==> config.mk <==
export PLATFORM = sky130hd
export DESIGN_NAME = gpu_load_dvfs_governor_unit
export DESIGN_NICKNAME = d
export VERILOG_FILES = /design/src/hw/rtl/gldg_pkg.sv /design/src/hw/rtl/gldg_cfg_regs.sv /design/src/hw/rtl/gldg_datapath.sv /design/src/hw/rtl/gldg_sequencer.sv /design/src/hw/rtl/gpu_load_dvfs_governor_unit.sv
export VERILOG_INCLUDE_DIRS = /design/src /design/src/hw/rtl
export SDC_FILE = /design/constraint.sdc
export NUM_CORES = 2
export LEC_CHECK = 0
export BUFFER_PORTS_ARGS = -buffer_cell sky130_fd_sc_hd__buf_2
export CORE_UTILIZATION = 55
export CTS_BUF_LIST = sky130_fd_sc_hd__clkbuf_4
export DETAILED_ROUTE_END_ITERATION = 10
export GPL_TIMING_DRIVEN = 0
export PLACE_DENSITY = 0.7
export SETUP_SLACK_MARGIN = 0.4
export SLEW_MARGIN = 20
export SYNTH_ARGS = -nofsm -noshare
export SYNTH_HDL_FRONTEND = slang
export SYNTH_SLANG_ARGS = --single-unit
==> constraint.sdc <==
create_clock -name clk_i -period 12.2 [get_ports clk_i]
set_input_delay 2.44 -clock clk_i [delete_from_list [all_inputs] [get_ports clk_i]]
set_output_delay 2.44 -clock clk_i [all_outputs]
set_load 0.05 [all_outputs]
==> src/hw/rtl/gpu_load_dvfs_governor_unit_assert.svh <==
// assertion macros shared by the governor modules
// each macro expects clk_i and rst_ni in the enclosing module
`ifndef GPU_LOAD_DVFS_GOVERNOR_UNIT_ASSERT_SVH
`define GPU_LOAD_DVFS_GOVERNOR_UNIT_ASSERT_SVH

// same-cycle implication
`define GLDG_ASSERT_SAME(lbl, ante, cons, msg) \
  lbl: assert property (@(posedge clk_i) disable iff (!rst_ni) (ante) |-> (cons)) \
    else $error(msg);

// next-cycle implication
`define GLDG_ASSERT_NEXT(lbl, ante, cons, msg) \
  lbl: assert property (@(posedge clk_i) disable iff (!rst_ni) (ante) |=> (cons)) \
    else $error(msg);

`endif

==> src/hw/rtl/gldg_pkg.sv <==
`default_nettype none

package gldg_pkg;

  // input transaction
  typedef struct packed {
    logic        operation;
    logic [31:0] sample_total_us;
    logic [31:0] sample_busy_us;
    logic [2:0]  current_level;
  } in_item_t;

  // result transaction
  typedef struct packed {
    logic       change_valid;
    logic [2:0] new_level;
    logic       evaluated;
  } out_item_t;

  typedef enum logic [1:0] {
    MODE_PERFORMANCE = 2'd0,
    MODE_POWERSAVE   = 2'd1,
    MODE_INTERACTIVE = 2'd2,
    MODE_LOAD_HIST   = 2'd3
  } mode_e;

  typedef enum logic [2:0] {
    CFG_MODE        = 3'd0,
    CFG_FLOOR       = 3'd1,
    CFG_UP_THRESH   = 3'd2,
    CFG_DOWN_THRESH = 3'd3,
    CFG_POLL_WINDOW = 3'd4
  } cfg_reg_e;

  localparam int unsigned CfgIdxW  = 3;
  localparam int unsigned CfgDataW = 32;

  typedef struct packed {
    mode_e       mode;
    logic [14:0] floor_us;
    logic [6:0]  up_load_threshold;
    logic [6:0]  down_load_threshold;
    logic [19:0] poll_window_us;
  } cfg_t;

  // arithmetic constants
  localparam int unsigned AccW      = 32;
  localparam int unsigned MulBW     = 13;
  localparam int unsigned ProdW     = AccW + MulBW;
  localparam int unsigned LoadShift = 19;
  localparam logic [MulBW-1:0] LoadScale = 13'd5243;
  localparam logic [MulBW-1:0] Percent   = 13'd100;
  localparam logic [2:0] TopStepLevel = 3'd3;
  localparam logic [2:0] TableLevels  = 3'd5;

  // load-history thresholds per level
  typedef struct packed {
    logic       down_ok;
    logic [6:0] down;
    logic       up_ok;
    logic [6:0] up;
  } hist_thr_t;

  function automatic hist_thr_t hist_thr(input logic [2:0] level);
    hist_thr_t t;
    t = '0;
    unique case (level)
      3'd0: begin
        t.down_ok = 1'b1;
        t.down    = 7'd65;
      end
      3'd1: begin
        t.down_ok = 1'b1;
        t.down    = 7'd50;
        t.up_ok   = 1'b1;
        t.up      = 7'd75;
      end
      3'd2: begin
        t.down_ok = 1'b1;
        t.down    = 7'd30;
        t.up_ok   = 1'b1;
        t.up      = 7'd55;
      end
      3'd3: begin
        t.up_ok = 1'b1;
        t.up    = 7'd40;
      end
      3'd4: begin
        t.up_ok = 1'b1;
        t.up    = 7'd0;
      end
      default: t = '0;
    endcase
    return t;
  endfunction

  // microcode word fields
  typedef logic [3:0] step_t;

  typedef enum logic [1:0] {
    MA_BIN_BUSY = 2'd0,
    MA_WIN_BUSY = 2'd1,
    MA_WIN_WALL = 2'd2
  } mul_a_e;

  typedef enum logic [1:0] {
    MB_LOAD_SCALE = 2'd0,
    MB_PERCENT    = 2'd1,
    MB_DOWN       = 2'd2,
    MB_UP_PLUS1   = 2'd3
  } mul_b_e;

  typedef enum logic [1:0] {
    DEC_NONE        = 2'd0,
    DEC_INTERACTIVE = 2'd1,
    DEC_HIST_DOWN   = 2'd2,
    DEC_HIST_UP     = 2'd3
  } dec_e;

  typedef enum logic [2:0] {
    JMP_NONE        = 3'd0,
    JMP_SLEEP       = 3'd1,
    JMP_GATE_FAIL   = 3'd2,
    JMP_INTERACTIVE = 3'd3,
    JMP_WIN_SHORT   = 3'd4
  } jmp_e;

  typedef struct packed {
    logic   add_bin;
    logic   add_win;
    logic   clr_bin;
    logic   clr_win;
    logic   ld_prod_a;
    logic   ld_prod_b;
    mul_a_e mul_a;
    mul_b_e mul_b;
    dec_e   dec;
    logic   set_eval;
    logic   done;
    jmp_e   jmp;
    step_t  target;
  } ucode_t;

  // sequencer to datapath
  typedef struct packed {
    logic   start;
    logic   fire;
    ucode_t uw;
  } dp_ctrl_t;

  // datapath to sequencer
  typedef struct packed {
    logic is_sleep;
    logic gate_fail;
    logic is_interactive;
    logic win_short;
  } dp_status_t;

endpackage

`default_nettype wire

==> src/hw/rtl/gldg_cfg_regs.sv <==
`default_nettype none

module gldg_cfg_regs (
  input  wire logic                          clk_i,
  input  wire logic                          rst_ni,
  input  wire logic                          cfg_valid_i,
  input  wire logic [gldg_pkg::CfgIdxW-1:0]  cfg_index_i,
  input  wire logic [gldg_pkg::CfgDataW-1:0] cfg_wdata_i,
  output gldg_pkg::cfg_t                     cfg_o
);
  import gldg_pkg::*;

  cfg_t cfg_q, cfg_d;

  // register write decode
  always_comb begin
    cfg_d = cfg_q;
    if (cfg_valid_i) begin
      unique case (cfg_index_i)
        CFG_MODE:        cfg_d.mode                = mode_e'(cfg_wdata_i[1:0]);
        CFG_FLOOR:       cfg_d.floor_us            = cfg_wdata_i[14:0];
        CFG_UP_THRESH:   cfg_d.up_load_threshold   = cfg_wdata_i[6:0];
        CFG_DOWN_THRESH: cfg_d.down_load_threshold = cfg_wdata_i[6:0];
        CFG_POLL_WINDOW: cfg_d.poll_window_us      = cfg_wdata_i[19:0];
        default:         cfg_d = cfg_q;
      endcase
    end
  end

  always_ff @(posedge clk_i or negedge rst_ni) begin
    if (!rst_ni) begin
      cfg_q.mode                <= MODE_INTERACTIVE;
      cfg_q.floor_us            <= 15'd5000;
      cfg_q.up_load_threshold   <= 7'd70;
      cfg_q.down_load_threshold <= 7'd45;
      cfg_q.poll_window_us      <= 20'd100000;
    end else begin
      cfg_q <= cfg_d;
    end
  end

  assign cfg_o = cfg_q;

endmodule

`default_nettype wire

==> src/hw/rtl/gldg_datapath.sv <==
`default_nettype none

module gldg_datapath #(
  parameter int unsigned NUM_LEVELS = 5
) (
  input  wire logic                clk_i,
  input  wire logic                rst_ni,
  input  wire gldg_pkg::cfg_t      cfg_i,
  input  wire gldg_pkg::in_item_t  in_data_i,
  input  wire gldg_pkg::dp_ctrl_t  ctrl_i,
  output gldg_pkg::dp_status_t     status_o,
  output gldg_pkg::out_item_t      out_data_o
);
  import gldg_pkg::*;

  localparam logic [4:0] LevelLimit = 5'(NUM_LEVELS);

  in_item_t        item_q;
  logic [AccW-1:0] bin_total_q, bin_busy_q, win_wall_q, win_busy_q;
  logic [AccW-1:0] bin_total_d, bin_busy_d, win_wall_d, win_busy_d;
  logic [ProdW-1:0] prod_a_q, prod_b_q, product;
  logic [AccW-1:0]  mul_a;
  logic [MulBW-1:0] mul_b;
  logic [7:0]       up_plus1;
  logic             change_q, change_d;
  logic [3:0]       target_q, target_d;
  logic             change_final;
  logic             emit;
  out_item_t        result_q, result_d;
  hist_thr_t        thr;
  logic [ProdW-LoadShift-1:0] load;
  logic [2:0]       lvl;
  ucode_t           uw;

  assign uw   = ctrl_i.uw;
  assign emit = ctrl_i.fire && uw.done;
  assign lvl  = item_q.current_level;
  assign thr  = hist_thr(lvl);

  function automatic logic [AccW-1:0] sat_add(input logic [AccW-1:0] a,
                                              input logic [AccW-1:0] b);
    logic [AccW:0] s;
    s = {1'b0, a} + {1'b0, b};
    return s[AccW] ? {AccW{1'b1}} : s[AccW-1:0];
  endfunction

  // capture the transaction
  always_ff @(posedge clk_i) begin
    if (ctrl_i.start) begin
      item_q <= in_data_i;
    end
  end

  // status for conditional jumps
  always_comb begin
    status_o.is_sleep       = item_q.operation;
    status_o.gate_fail      = (bin_total_q < AccW'(cfg_i.floor_us))
                              || (item_q.sample_total_us == '0)
                              || (cfg_i.mode == MODE_PERFORMANCE)
                              || (cfg_i.mode == MODE_POWERSAVE);
    status_o.is_interactive = (cfg_i.mode == MODE_INTERACTIVE);
    status_o.win_short      = !(win_wall_q > AccW'(cfg_i.poll_window_us));
  end

  // accumulator updates
  always_comb begin
    bin_total_d = bin_total_q;
    bin_busy_d  = bin_busy_q;
    win_wall_d  = win_wall_q;
    win_busy_d  = win_busy_q;
    if (ctrl_i.fire) begin
      if (uw.clr_bin) begin
        bin_total_d = '0;
        bin_busy_d  = '0;
      end else if (uw.add_bin) begin
        bin_total_d = sat_add(bin_total_q, item_q.sample_total_us);
        bin_busy_d  = sat_add(bin_busy_q, item_q.sample_busy_us);
      end
      if (uw.clr_win) begin
        win_wall_d = '0;
        win_busy_d = '0;
      end else if (uw.add_win) begin
        win_wall_d = sat_add(win_wall_q, item_q.sample_total_us);
        win_busy_d = sat_add(win_busy_q, item_q.sample_busy_us);
      end
    end
  end

  always_ff @(posedge clk_i or negedge rst_ni) begin
    if (!rst_ni) begin
      bin_total_q <= '0;
      bin_busy_q  <= '0;
      win_wall_q  <= '0;
      win_busy_q  <= '0;
    end else begin
      bin_total_q <= bin_total_d;
      bin_busy_q  <= bin_busy_d;
      win_wall_q  <= win_wall_d;
      win_busy_q  <= win_busy_d;
    end
  end

  // shared multiplier operands
  assign up_plus1 = {1'b0, thr.up} + 8'd1;

  always_comb begin
    unique case (uw.mul_a)
      MA_BIN_BUSY: mul_a = bin_busy_q;
      MA_WIN_BUSY: mul_a = win_busy_q;
      MA_WIN_WALL: mul_a = win_wall_q;
      default:     mul_a = '0;
    endcase
    unique case (uw.mul_b)
      MB_LOAD_SCALE: mul_b = LoadScale;
      MB_PERCENT:    mul_b = Percent;
      MB_DOWN:       mul_b = MulBW'(thr.down);
      MB_UP_PLUS1:   mul_b = MulBW'(up_plus1);
      default:       mul_b = '0;
    endcase
  end

  assign product = ProdW'(mul_a) * ProdW'(mul_b);

  // product registers
  always_ff @(posedge clk_i) begin
    if (ctrl_i.fire && uw.ld_prod_a) begin
      prod_a_q <= product;
    end
    if (ctrl_i.fire && uw.ld_prod_b) begin
      prod_b_q <= product;
    end
  end

  assign load = prod_a_q[ProdW-1:LoadShift];

  // level decisions; load < t is 100*busy < t*wall, load > t is 100*busy >= (t+1)*wall
  always_comb begin
    change_d = change_q;
    target_d = target_q;
    if (ctrl_i.start) begin
      change_d = 1'b0;
      target_d = '0;
    end else if (ctrl_i.fire) begin
      unique case (uw.dec)
        DEC_INTERACTIVE: begin
          if (lvl != 3'd0 && lvl <= TopStepLevel) begin
            if (load >= (ProdW-LoadShift)'(cfg_i.up_load_threshold)) begin
              change_d = 1'b1;
              target_d = {1'b0, lvl} - 4'd1;
            end
          end else if (lvl == 3'd0) begin
            if (load < (ProdW-LoadShift)'(cfg_i.down_load_threshold)) begin
              change_d = 1'b1;
              target_d = 4'd1;
            end
          end
        end
        DEC_HIST_DOWN: begin
          if (lvl < TableLevels && thr.down_ok && prod_a_q < prod_b_q) begin
            change_d = 1'b1;
            target_d = {1'b0, lvl} + 4'd1;
          end
        end
        DEC_HIST_UP: begin
          if (!change_q && lvl < TableLevels && thr.up_ok && prod_a_q >= prod_b_q) begin
            change_d = 1'b1;
            target_d = {1'b0, lvl} - 4'd1;
          end
        end
        default: begin
          change_d = change_q;
          target_d = target_q;
        end
      endcase
    end
  end

  always_ff @(posedge clk_i or negedge rst_ni) begin
    if (!rst_ni) begin
      change_q <= 1'b0;
      target_q <= '0;
    end else begin
      change_q <= change_d;
      target_q <= target_d;
    end
  end

  // drop steps that leave the level range
  assign change_final = change_d && ({2'b00, lvl} < LevelLimit)
                        && ({1'b0, target_d} < LevelLimit);

  always_comb begin
    result_d.change_valid = change_final;
    result_d.new_level    = change_final ? target_d[2:0] : 3'd0;
    result_d.evaluated    = uw.set_eval;
  end

  // output register
  always_ff @(posedge clk_i) begin
    if (emit) begin
      result_q <= result_d;
    end
  end

  assign out_data_o = result_q;

  `include "gpu_load_dvfs_governor_unit_assert.svh"

  `GLDG_ASSERT_NEXT(a_clear_bins, ctrl_i.fire && uw.clr_bin,
                    bin_total_q == '0 && bin_busy_q == '0, "bins not cleared")
  `GLDG_ASSERT_SAME(a_eval_mode, emit && uw.set_eval,
                    cfg_i.mode == MODE_INTERACTIVE || cfg_i.mode == MODE_LOAD_HIST,
                    "evaluation outside an evaluating mode")
  `GLDG_ASSERT_SAME(a_change_needs_eval, emit && change_final, uw.set_eval,
                    "level change without evaluation")

endmodule

`default_nettype wire

==> src/hw/rtl/gldg_sequencer.sv <==
`default_nettype none

module gldg_sequencer (
  input  wire logic                 clk_i,
  input  wire logic                 rst_ni,
  input  wire logic                 in_valid_i,
  output logic                      in_stall_o,
  output logic                      out_valid_o,
  input  wire logic                 out_stall_i,
  input  wire gldg_pkg::dp_status_t status_i,
  output gldg_pkg::dp_ctrl_t        ctrl_o
);
  import gldg_pkg::*;

  // program entry points
  localparam step_t StFirst     = 4'd0;
  localparam step_t StHistNoWin = 4'd10;
  localparam step_t StInter     = 4'd11;
  localparam step_t StNoEval    = 4'd13;
  localparam step_t StSleep     = 4'd14;
  localparam step_t StLast      = 4'd14;

  // microprogram
  function automatic ucode_t ucode_rom(input step_t step);
    ucode_t w;
    w = '0;
    unique case (step)
      4'd0: begin
        w.jmp    = JMP_SLEEP;
        w.target = StSleep;
      end
      4'd1: w.add_bin = 1'b1;
      4'd2: begin
        w.jmp    = JMP_GATE_FAIL;
        w.target = StNoEval;
      end
      4'd3: begin
        w.jmp    = JMP_INTERACTIVE;
        w.target = StInter;
      end
      4'd4: w.add_win = 1'b1;
      4'd5: begin
        w.jmp    = JMP_WIN_SHORT;
        w.target = StHistNoWin;
      end
      4'd6: begin
        w.mul_a     = MA_WIN_BUSY;
        w.mul_b     = MB_PERCENT;
        w.ld_prod_a = 1'b1;
      end
      4'd7: begin
        w.mul_a     = MA_WIN_WALL;
        w.mul_b     = MB_DOWN;
        w.ld_prod_b = 1'b1;
      end
      4'd8: begin
        w.dec       = DEC_HIST_DOWN;
        w.mul_a     = MA_WIN_WALL;
        w.mul_b     = MB_UP_PLUS1;
        w.ld_prod_b = 1'b1;
      end
      4'd9: begin
        w.dec      = DEC_HIST_UP;
        w.clr_bin  = 1'b1;
        w.clr_win  = 1'b1;
        w.set_eval = 1'b1;
        w.done     = 1'b1;
      end
      4'd10: begin
        w.clr_bin  = 1'b1;
        w.set_eval = 1'b1;
        w.done     = 1'b1;
      end
      4'd11: begin
        w.mul_a     = MA_BIN_BUSY;
        w.mul_b     = MB_LOAD_SCALE;
        w.ld_prod_a = 1'b1;
      end
      4'd12: begin
        w.dec      = DEC_INTERACTIVE;
        w.clr_bin  = 1'b1;
        w.set_eval = 1'b1;
        w.done     = 1'b1;
      end
      4'd13: w.done = 1'b1;
      4'd14: begin
        w.clr_bin = 1'b1;
        w.clr_win = 1'b1;
        w.done    = 1'b1;
      end
      default: w = '0;
    endcase
    return w;
  endfunction

  logic   running_q, running_d;
  logic   out_valid_q, out_valid_d;
  step_t  step_q, step_d;
  ucode_t uw;
  logic   start, hold, fire, taken;

  assign uw         = ucode_rom(step_q);
  assign in_stall_o = running_q;
  assign start      = in_valid_i && !running_q;
  // the final step waits for a free output slot
  assign hold       = uw.done && out_valid_q && out_stall_i;
  assign fire       = running_q && !hold;

  // jump condition
  always_comb begin
    unique case (uw.jmp)
      JMP_NONE:        taken = 1'b0;
      JMP_SLEEP:       taken = status_i.is_sleep;
      JMP_GATE_FAIL:   taken = status_i.gate_fail;
      JMP_INTERACTIVE: taken = status_i.is_interactive;
      JMP_WIN_SHORT:   taken = status_i.win_short;
      default:         taken = 1'b0;
    endcase
  end

  // step counter and run flag
  always_comb begin
    running_d = running_q;
    step_d    = step_q;
    if (start) begin
      running_d = 1'b1;
      step_d    = StFirst;
    end else if (fire) begin
      if (uw.done) begin
        running_d = 1'b0;
        step_d    = StFirst;
      end else if (taken) begin
        step_d = uw.target;
      end else begin
        step_d = step_q + 4'd1;
      end
    end
  end

  // result slot
  always_comb begin
    out_valid_d = out_valid_q;
    if (fire && uw.done) begin
      out_valid_d = 1'b1;
    end else if (!out_stall_i) begin
      out_valid_d = 1'b0;
    end
  end

  always_ff @(posedge clk_i or negedge rst_ni) begin
    if (!rst_ni) begin
      running_q   <= 1'b0;
      step_q      <= StFirst;
      out_valid_q <= 1'b0;
    end else begin
      running_q   <= running_d;
      step_q      <= step_d;
      out_valid_q <= out_valid_d;
    end
  end

  assign out_valid_o  = out_valid_q;
  assign ctrl_o.start = start;
  assign ctrl_o.fire  = fire;
  assign ctrl_o.uw    = uw;

  `include "gpu_load_dvfs_governor_unit_assert.svh"

  `GLDG_ASSERT_NEXT(a_start_runs, start, running_q && step_q == StFirst,
                    "accepted transaction did not start the program")
  `GLDG_ASSERT_SAME(a_step_range, running_q, step_q <= StLast,
                    "step counter outside the program")
  `GLDG_ASSERT_NEXT(a_done_result, fire && uw.done, out_valid_q && !running_q,
                    "finished program left no result")

endmodule

`default_nettype wire

==> src/hw/rtl/gpu_load_dvfs_governor_unit.sv <==
`default_nettype none

// Load-threshold power-level governor. Each accepted transaction is one idle sample or a
// sleep command; every transaction returns exactly one result. A small microprogram runs
// one step per clock (the final step waits while a stalled result holds the output) over
// a shared 32x13 multiplier and the saturating accumulators. Paths: sleep, floor not
// reached or a fixed mode, interactive, load-history with the window open or closing
// (three multiplies, two compares), then the output register. The next transaction is
// taken the cycle after the final step, while the previous result may still wait there.
// Configuration writes are always ready; issue them only while the block is idle.
module gpu_load_dvfs_governor_unit #(
  parameter int unsigned NUM_LEVELS = 5
) (
  input  wire logic                          clk_i,
  input  wire logic                          rst_ni,
  input  wire logic                          in_valid_i,
  output logic                               in_stall_o,
  input  wire gldg_pkg::in_item_t            in_data_i,
  output logic                               out_valid_o,
  input  wire logic                          out_stall_i,
  output gldg_pkg::out_item_t                out_data_o,
  input  wire logic                          cfg_valid_i,
  output logic                               cfg_ready_o,
  input  wire logic [gldg_pkg::CfgIdxW-1:0]  cfg_index_i,
  input  wire logic [gldg_pkg::CfgDataW-1:0] cfg_wdata_i
);
  import gldg_pkg::*;

  cfg_t       cfg;
  dp_ctrl_t   ctrl;
  dp_status_t status;

  assign cfg_ready_o = 1'b1;

  // configuration registers
  gldg_cfg_regs u_cfg (
    .clk_i       (clk_i),
    .rst_ni      (rst_ni),
    .cfg_valid_i (cfg_valid_i),
    .cfg_index_i (cfg_index_i),
    .cfg_wdata_i (cfg_wdata_i),
    .cfg_o       (cfg)
  );

  // program sequencer
  gldg_sequencer u_seq (
    .clk_i       (clk_i),
    .rst_ni      (rst_ni),
    .in_valid_i  (in_valid_i),
    .in_stall_o  (in_stall_o),
    .out_valid_o (out_valid_o),
    .out_stall_i (out_stall_i),
    .status_i    (status),
    .ctrl_o      (ctrl)
  );

  // accumulators, multiplier and decisions
  gldg_datapath #(
    .NUM_LEVELS (NUM_LEVELS)
  ) u_dp (
    .clk_i      (clk_i),
    .rst_ni     (rst_ni),
    .cfg_i      (cfg),
    .in_data_i  (in_data_i),
    .ctrl_i     (ctrl),
    .status_o   (status),
    .out_data_o (out_data_o)
  );

endmodule

`default_nettype wire
==> impl_results.md <==
- Count of endpoints failing setup in the final report: 0
- Worst path top cell family by delay: compound AO/OA/AOI/OAI gates
- CP max-delay cell: o21ai_0
- Setup total negative slack: 0 ns
- Routed WL: around 91,000 um
- Clock insertion delay at the later pin of the skew report: 0.90 ns
- Post-synthesis cell type with the largest combined area: edfxtp_1
- Outcome: complete, no violations
- Top cell by count, worst path: inv_1
- Total count of hold-check failures in the final report: 0
- Drt via density: ~5.7
- Netlist area before placement: approximately 34,000 um2
- H-tree levels: 3
- Number of enable flip-flop cells after synthesis: between 150 and 200
- Count of distinct cell types in the synthesized netlist: 105
- Largest stage delay, worst path: 0.71 ns
- Number of nets still failing antenna checks after routing: 0
- Worst path bufs/invs: 7
- Cts bufs inserted: 99
- Post-Route Utilization: 0.606
- Number of storage elements in the synthesis netlist: 353
- Type of the worst min-delay path: reg2reg
- Root Driver: clkbuf_4
- Number of standard cells after synthesis: about 3,700
- Arrival time worst endpoint: roughly 10 ns
- Number of top-level design ports: 116
- Post-layout min period: around 9.5 ns
- Final Cycle Share: 0.778
- Max-Slew Margin vs Limit: 0.275
- Most area-consuming cells after synthesis: edfxtp_1 15%, fa_1 14%, ha_1 14%, dfrtp_1 13%, inv_1 6.6%
- Starting density of the core: 0.557
- Synthesis Warnings: 0
- Initial antenna violation count: 2
- Vias in the first global route: 26,600
- WL per Instance: 19.0 um
- Half-perimeter wire length after detailed placement: approximately 75,000 um
- Count of buffers from port buffering: 102
- Avg Cell Area, Syn: 9.02 um2
- Clock edge transition at the registers on the reported setup and hold paths: about 0.070 ns
- Clk sink count: 353
- TritonCTS clock tree: built
- Start-to-end type of the worst setup path: reg2reg
- Area added between synthesis and finish: 8.70%
- # hold bufs at CTS: 0
- Most common cell after layout, fill and taps aside: inv_1
- Fillers: 5,394
- Routed vias: 27,300
- # DRC: 0
- Last weighted congestion value of the routability-driven placer: about 0.97
- NumNets Final: 4,663
- Synthesized Nets: 4,454
- Number of pins with negative max-slew slack in the final report: 0
- Unrepaired setup endpoints after global routing: no
- Fraction of layout instances using a drive strength above 1: 0.0939
- Commonest cells after routing, fill and taps aside: 586 x inv_1, 486 x nand2_1, 381 x ha_1
- Max Cap Violations: 0
- CTS-repair resized insts: 0
- Maximum number of pins on one net before global-route repair: 79
- Highest Clock Rate: 105 MHz
- Global-route wire length before repair: roughly 150,000 um
- Largest fanout on the critical path: 10
- Area inside the core boundary: between 60,000 and 70,000 um2
- Worst Hold Margin: 0.502 ns
- Transition at the pin with the smallest max-transition slack: 1.08 ns
- Buffer levels on the longest clock path: 3
- First-pass DRT Iterations: 5
- Aggregate global routing overflow: 0
- Worst Setup End Kind: flop
- Row count: 90
- Share of the yosys chip area belonging to registers: 0.288
- Drt initial violations: approximately 2,000
- Die width: around 250 um
- GRT Total Usage: 0.300
- Die outline area: 62,100 um2
- Main flop type after synthesis: dfrtp_1
- Required time at the worst-slack endpoint: approximately 13 ns
- Startpoint type of the worst setup path: flop
- Ys async rst share: 0.538
- Count of buffers added by post-CTS timing repair for setup: 0
- Largest clock skew in the final design: approximately 0.093 ns
- Die extent in y: 249 um
- Proportion of netlist area held by the largest area contributor: 0.146
cell families after synthesis:
logic type | Yosys count | synth area share
other | 1 | 0.000112
AO/OA/AOI/OAI | 825 | 0.159
XOR/XNOR | 133 | 0.0346
AND/OR/NAND/NOR | 1085 | 0.150
flip-flops | 353 | 0.288
buffers and inverters | 691 | 0.0778
adder cells (fa/ha/maj) | 620 | 0.284
multiplexers | 18 | 0.00588
state kept, by name (all words and copies together) (netlist names), 5 cells and up:
register	cells
u_dp.win_wall_q	32
u_dp.out_data_o	5
u_cfg.cfg_o	51
u_dp.bin_total_q	32
u_dp.bin_busy_q	32
u_dp.prod_b_q	45
u_dp.win_busy_q	32
u_dp.prod_a_q	45
u_dp.item_q	64
cells in the mapped netlist (17+ instances only):
master / number
nor3_1: 58
xnor2_1: 101
nand2b_1: 44
o21a_1: 38
o22ai_1: 24
o21ai_0: 234
or2_2: 18
and3_1: 48
clkbuf_1: 98
ha_1: 381
nor2_1: 195
dfstp_2: 19
a211oi_1: 28
dfrtp_1: 171
fa_1: 239
nand3_1: 36
nor4_1: 20
a21oi_1: 202
nor2b_1: 60
o21ai_1: 17
xor2_1: 32
a21o_1: 76
inv_1: 587
nand2_1: 486
edfxtp_1: 163
nand4_1: 24
and2_1: 45
a31oi_1: 17
final cells by class:
cell class | count | area (um2) | share of cell area
multi-input combinational | 2682 | 21400 | 0.584
buffer | 104 | 414 | 0.0113
sequential | 353 | 9670 | 0.265
inverter | 587 | 2210 | 0.0603
tap | 782 | 978 | 0.0268
clock buffer | 142 | 1070 | 0.0292
clock inverter | 41 | 180 | 0.00493
timing repair buffer | 108 | 671 | 0.0183
antenna | 3 | 7.51 | 0.000205
worst paths after layout:
kind	cells past startpoint	endpoint	slack (ns)	from
worst min-delay path	1	u_cfg.cfg_o[21]	0.50	u_cfg.cfg_o[21]
worst min register to register	1	u_cfg.cfg_o[21]	0.50	u_cfg.cfg_o[21]
worst max-delay path	30	u_dp.prod_a_q[42]	2.71	u_dp.lvl[1]
min in group asynchronous	1	u_dp.bin_total_q[19]	1.43	rst_ni
worst max register to register	30	u_dp.prod_a_q[42]	2.71	u_dp.lvl[1]
max in group asynchronous	3	u_dp.win_busy_q[10]	9.67	rst_ni
per-stage QoR:
step | setup WS (ns) | cell area, um2 | std cells
floorplan | 4.52 | 33600 | 3726
global placement | 2.95 | 35100 | 4610
detailed placement | 2.86 | 35300 | 4616
CTS | 2.84 | 36500 | 4799
global route | 2.26 | 36500 | 4801
finish | 2.71 | 36600 | 4802
metal layers:
metal / share of wire / track usage / wire length (um)
met1: 0.45 / 0.426 / 41600
met2: 0.43 / 0.451 / 39300
met4: 0.045 / 0.132 / 4070
met3: 0.071 / 0.0484 / 6490
met5: 0 / 0 / 0
Power is not shown: default switching activity piles up to over one toggle a cycle in this logic, so the estimate is an artifact.
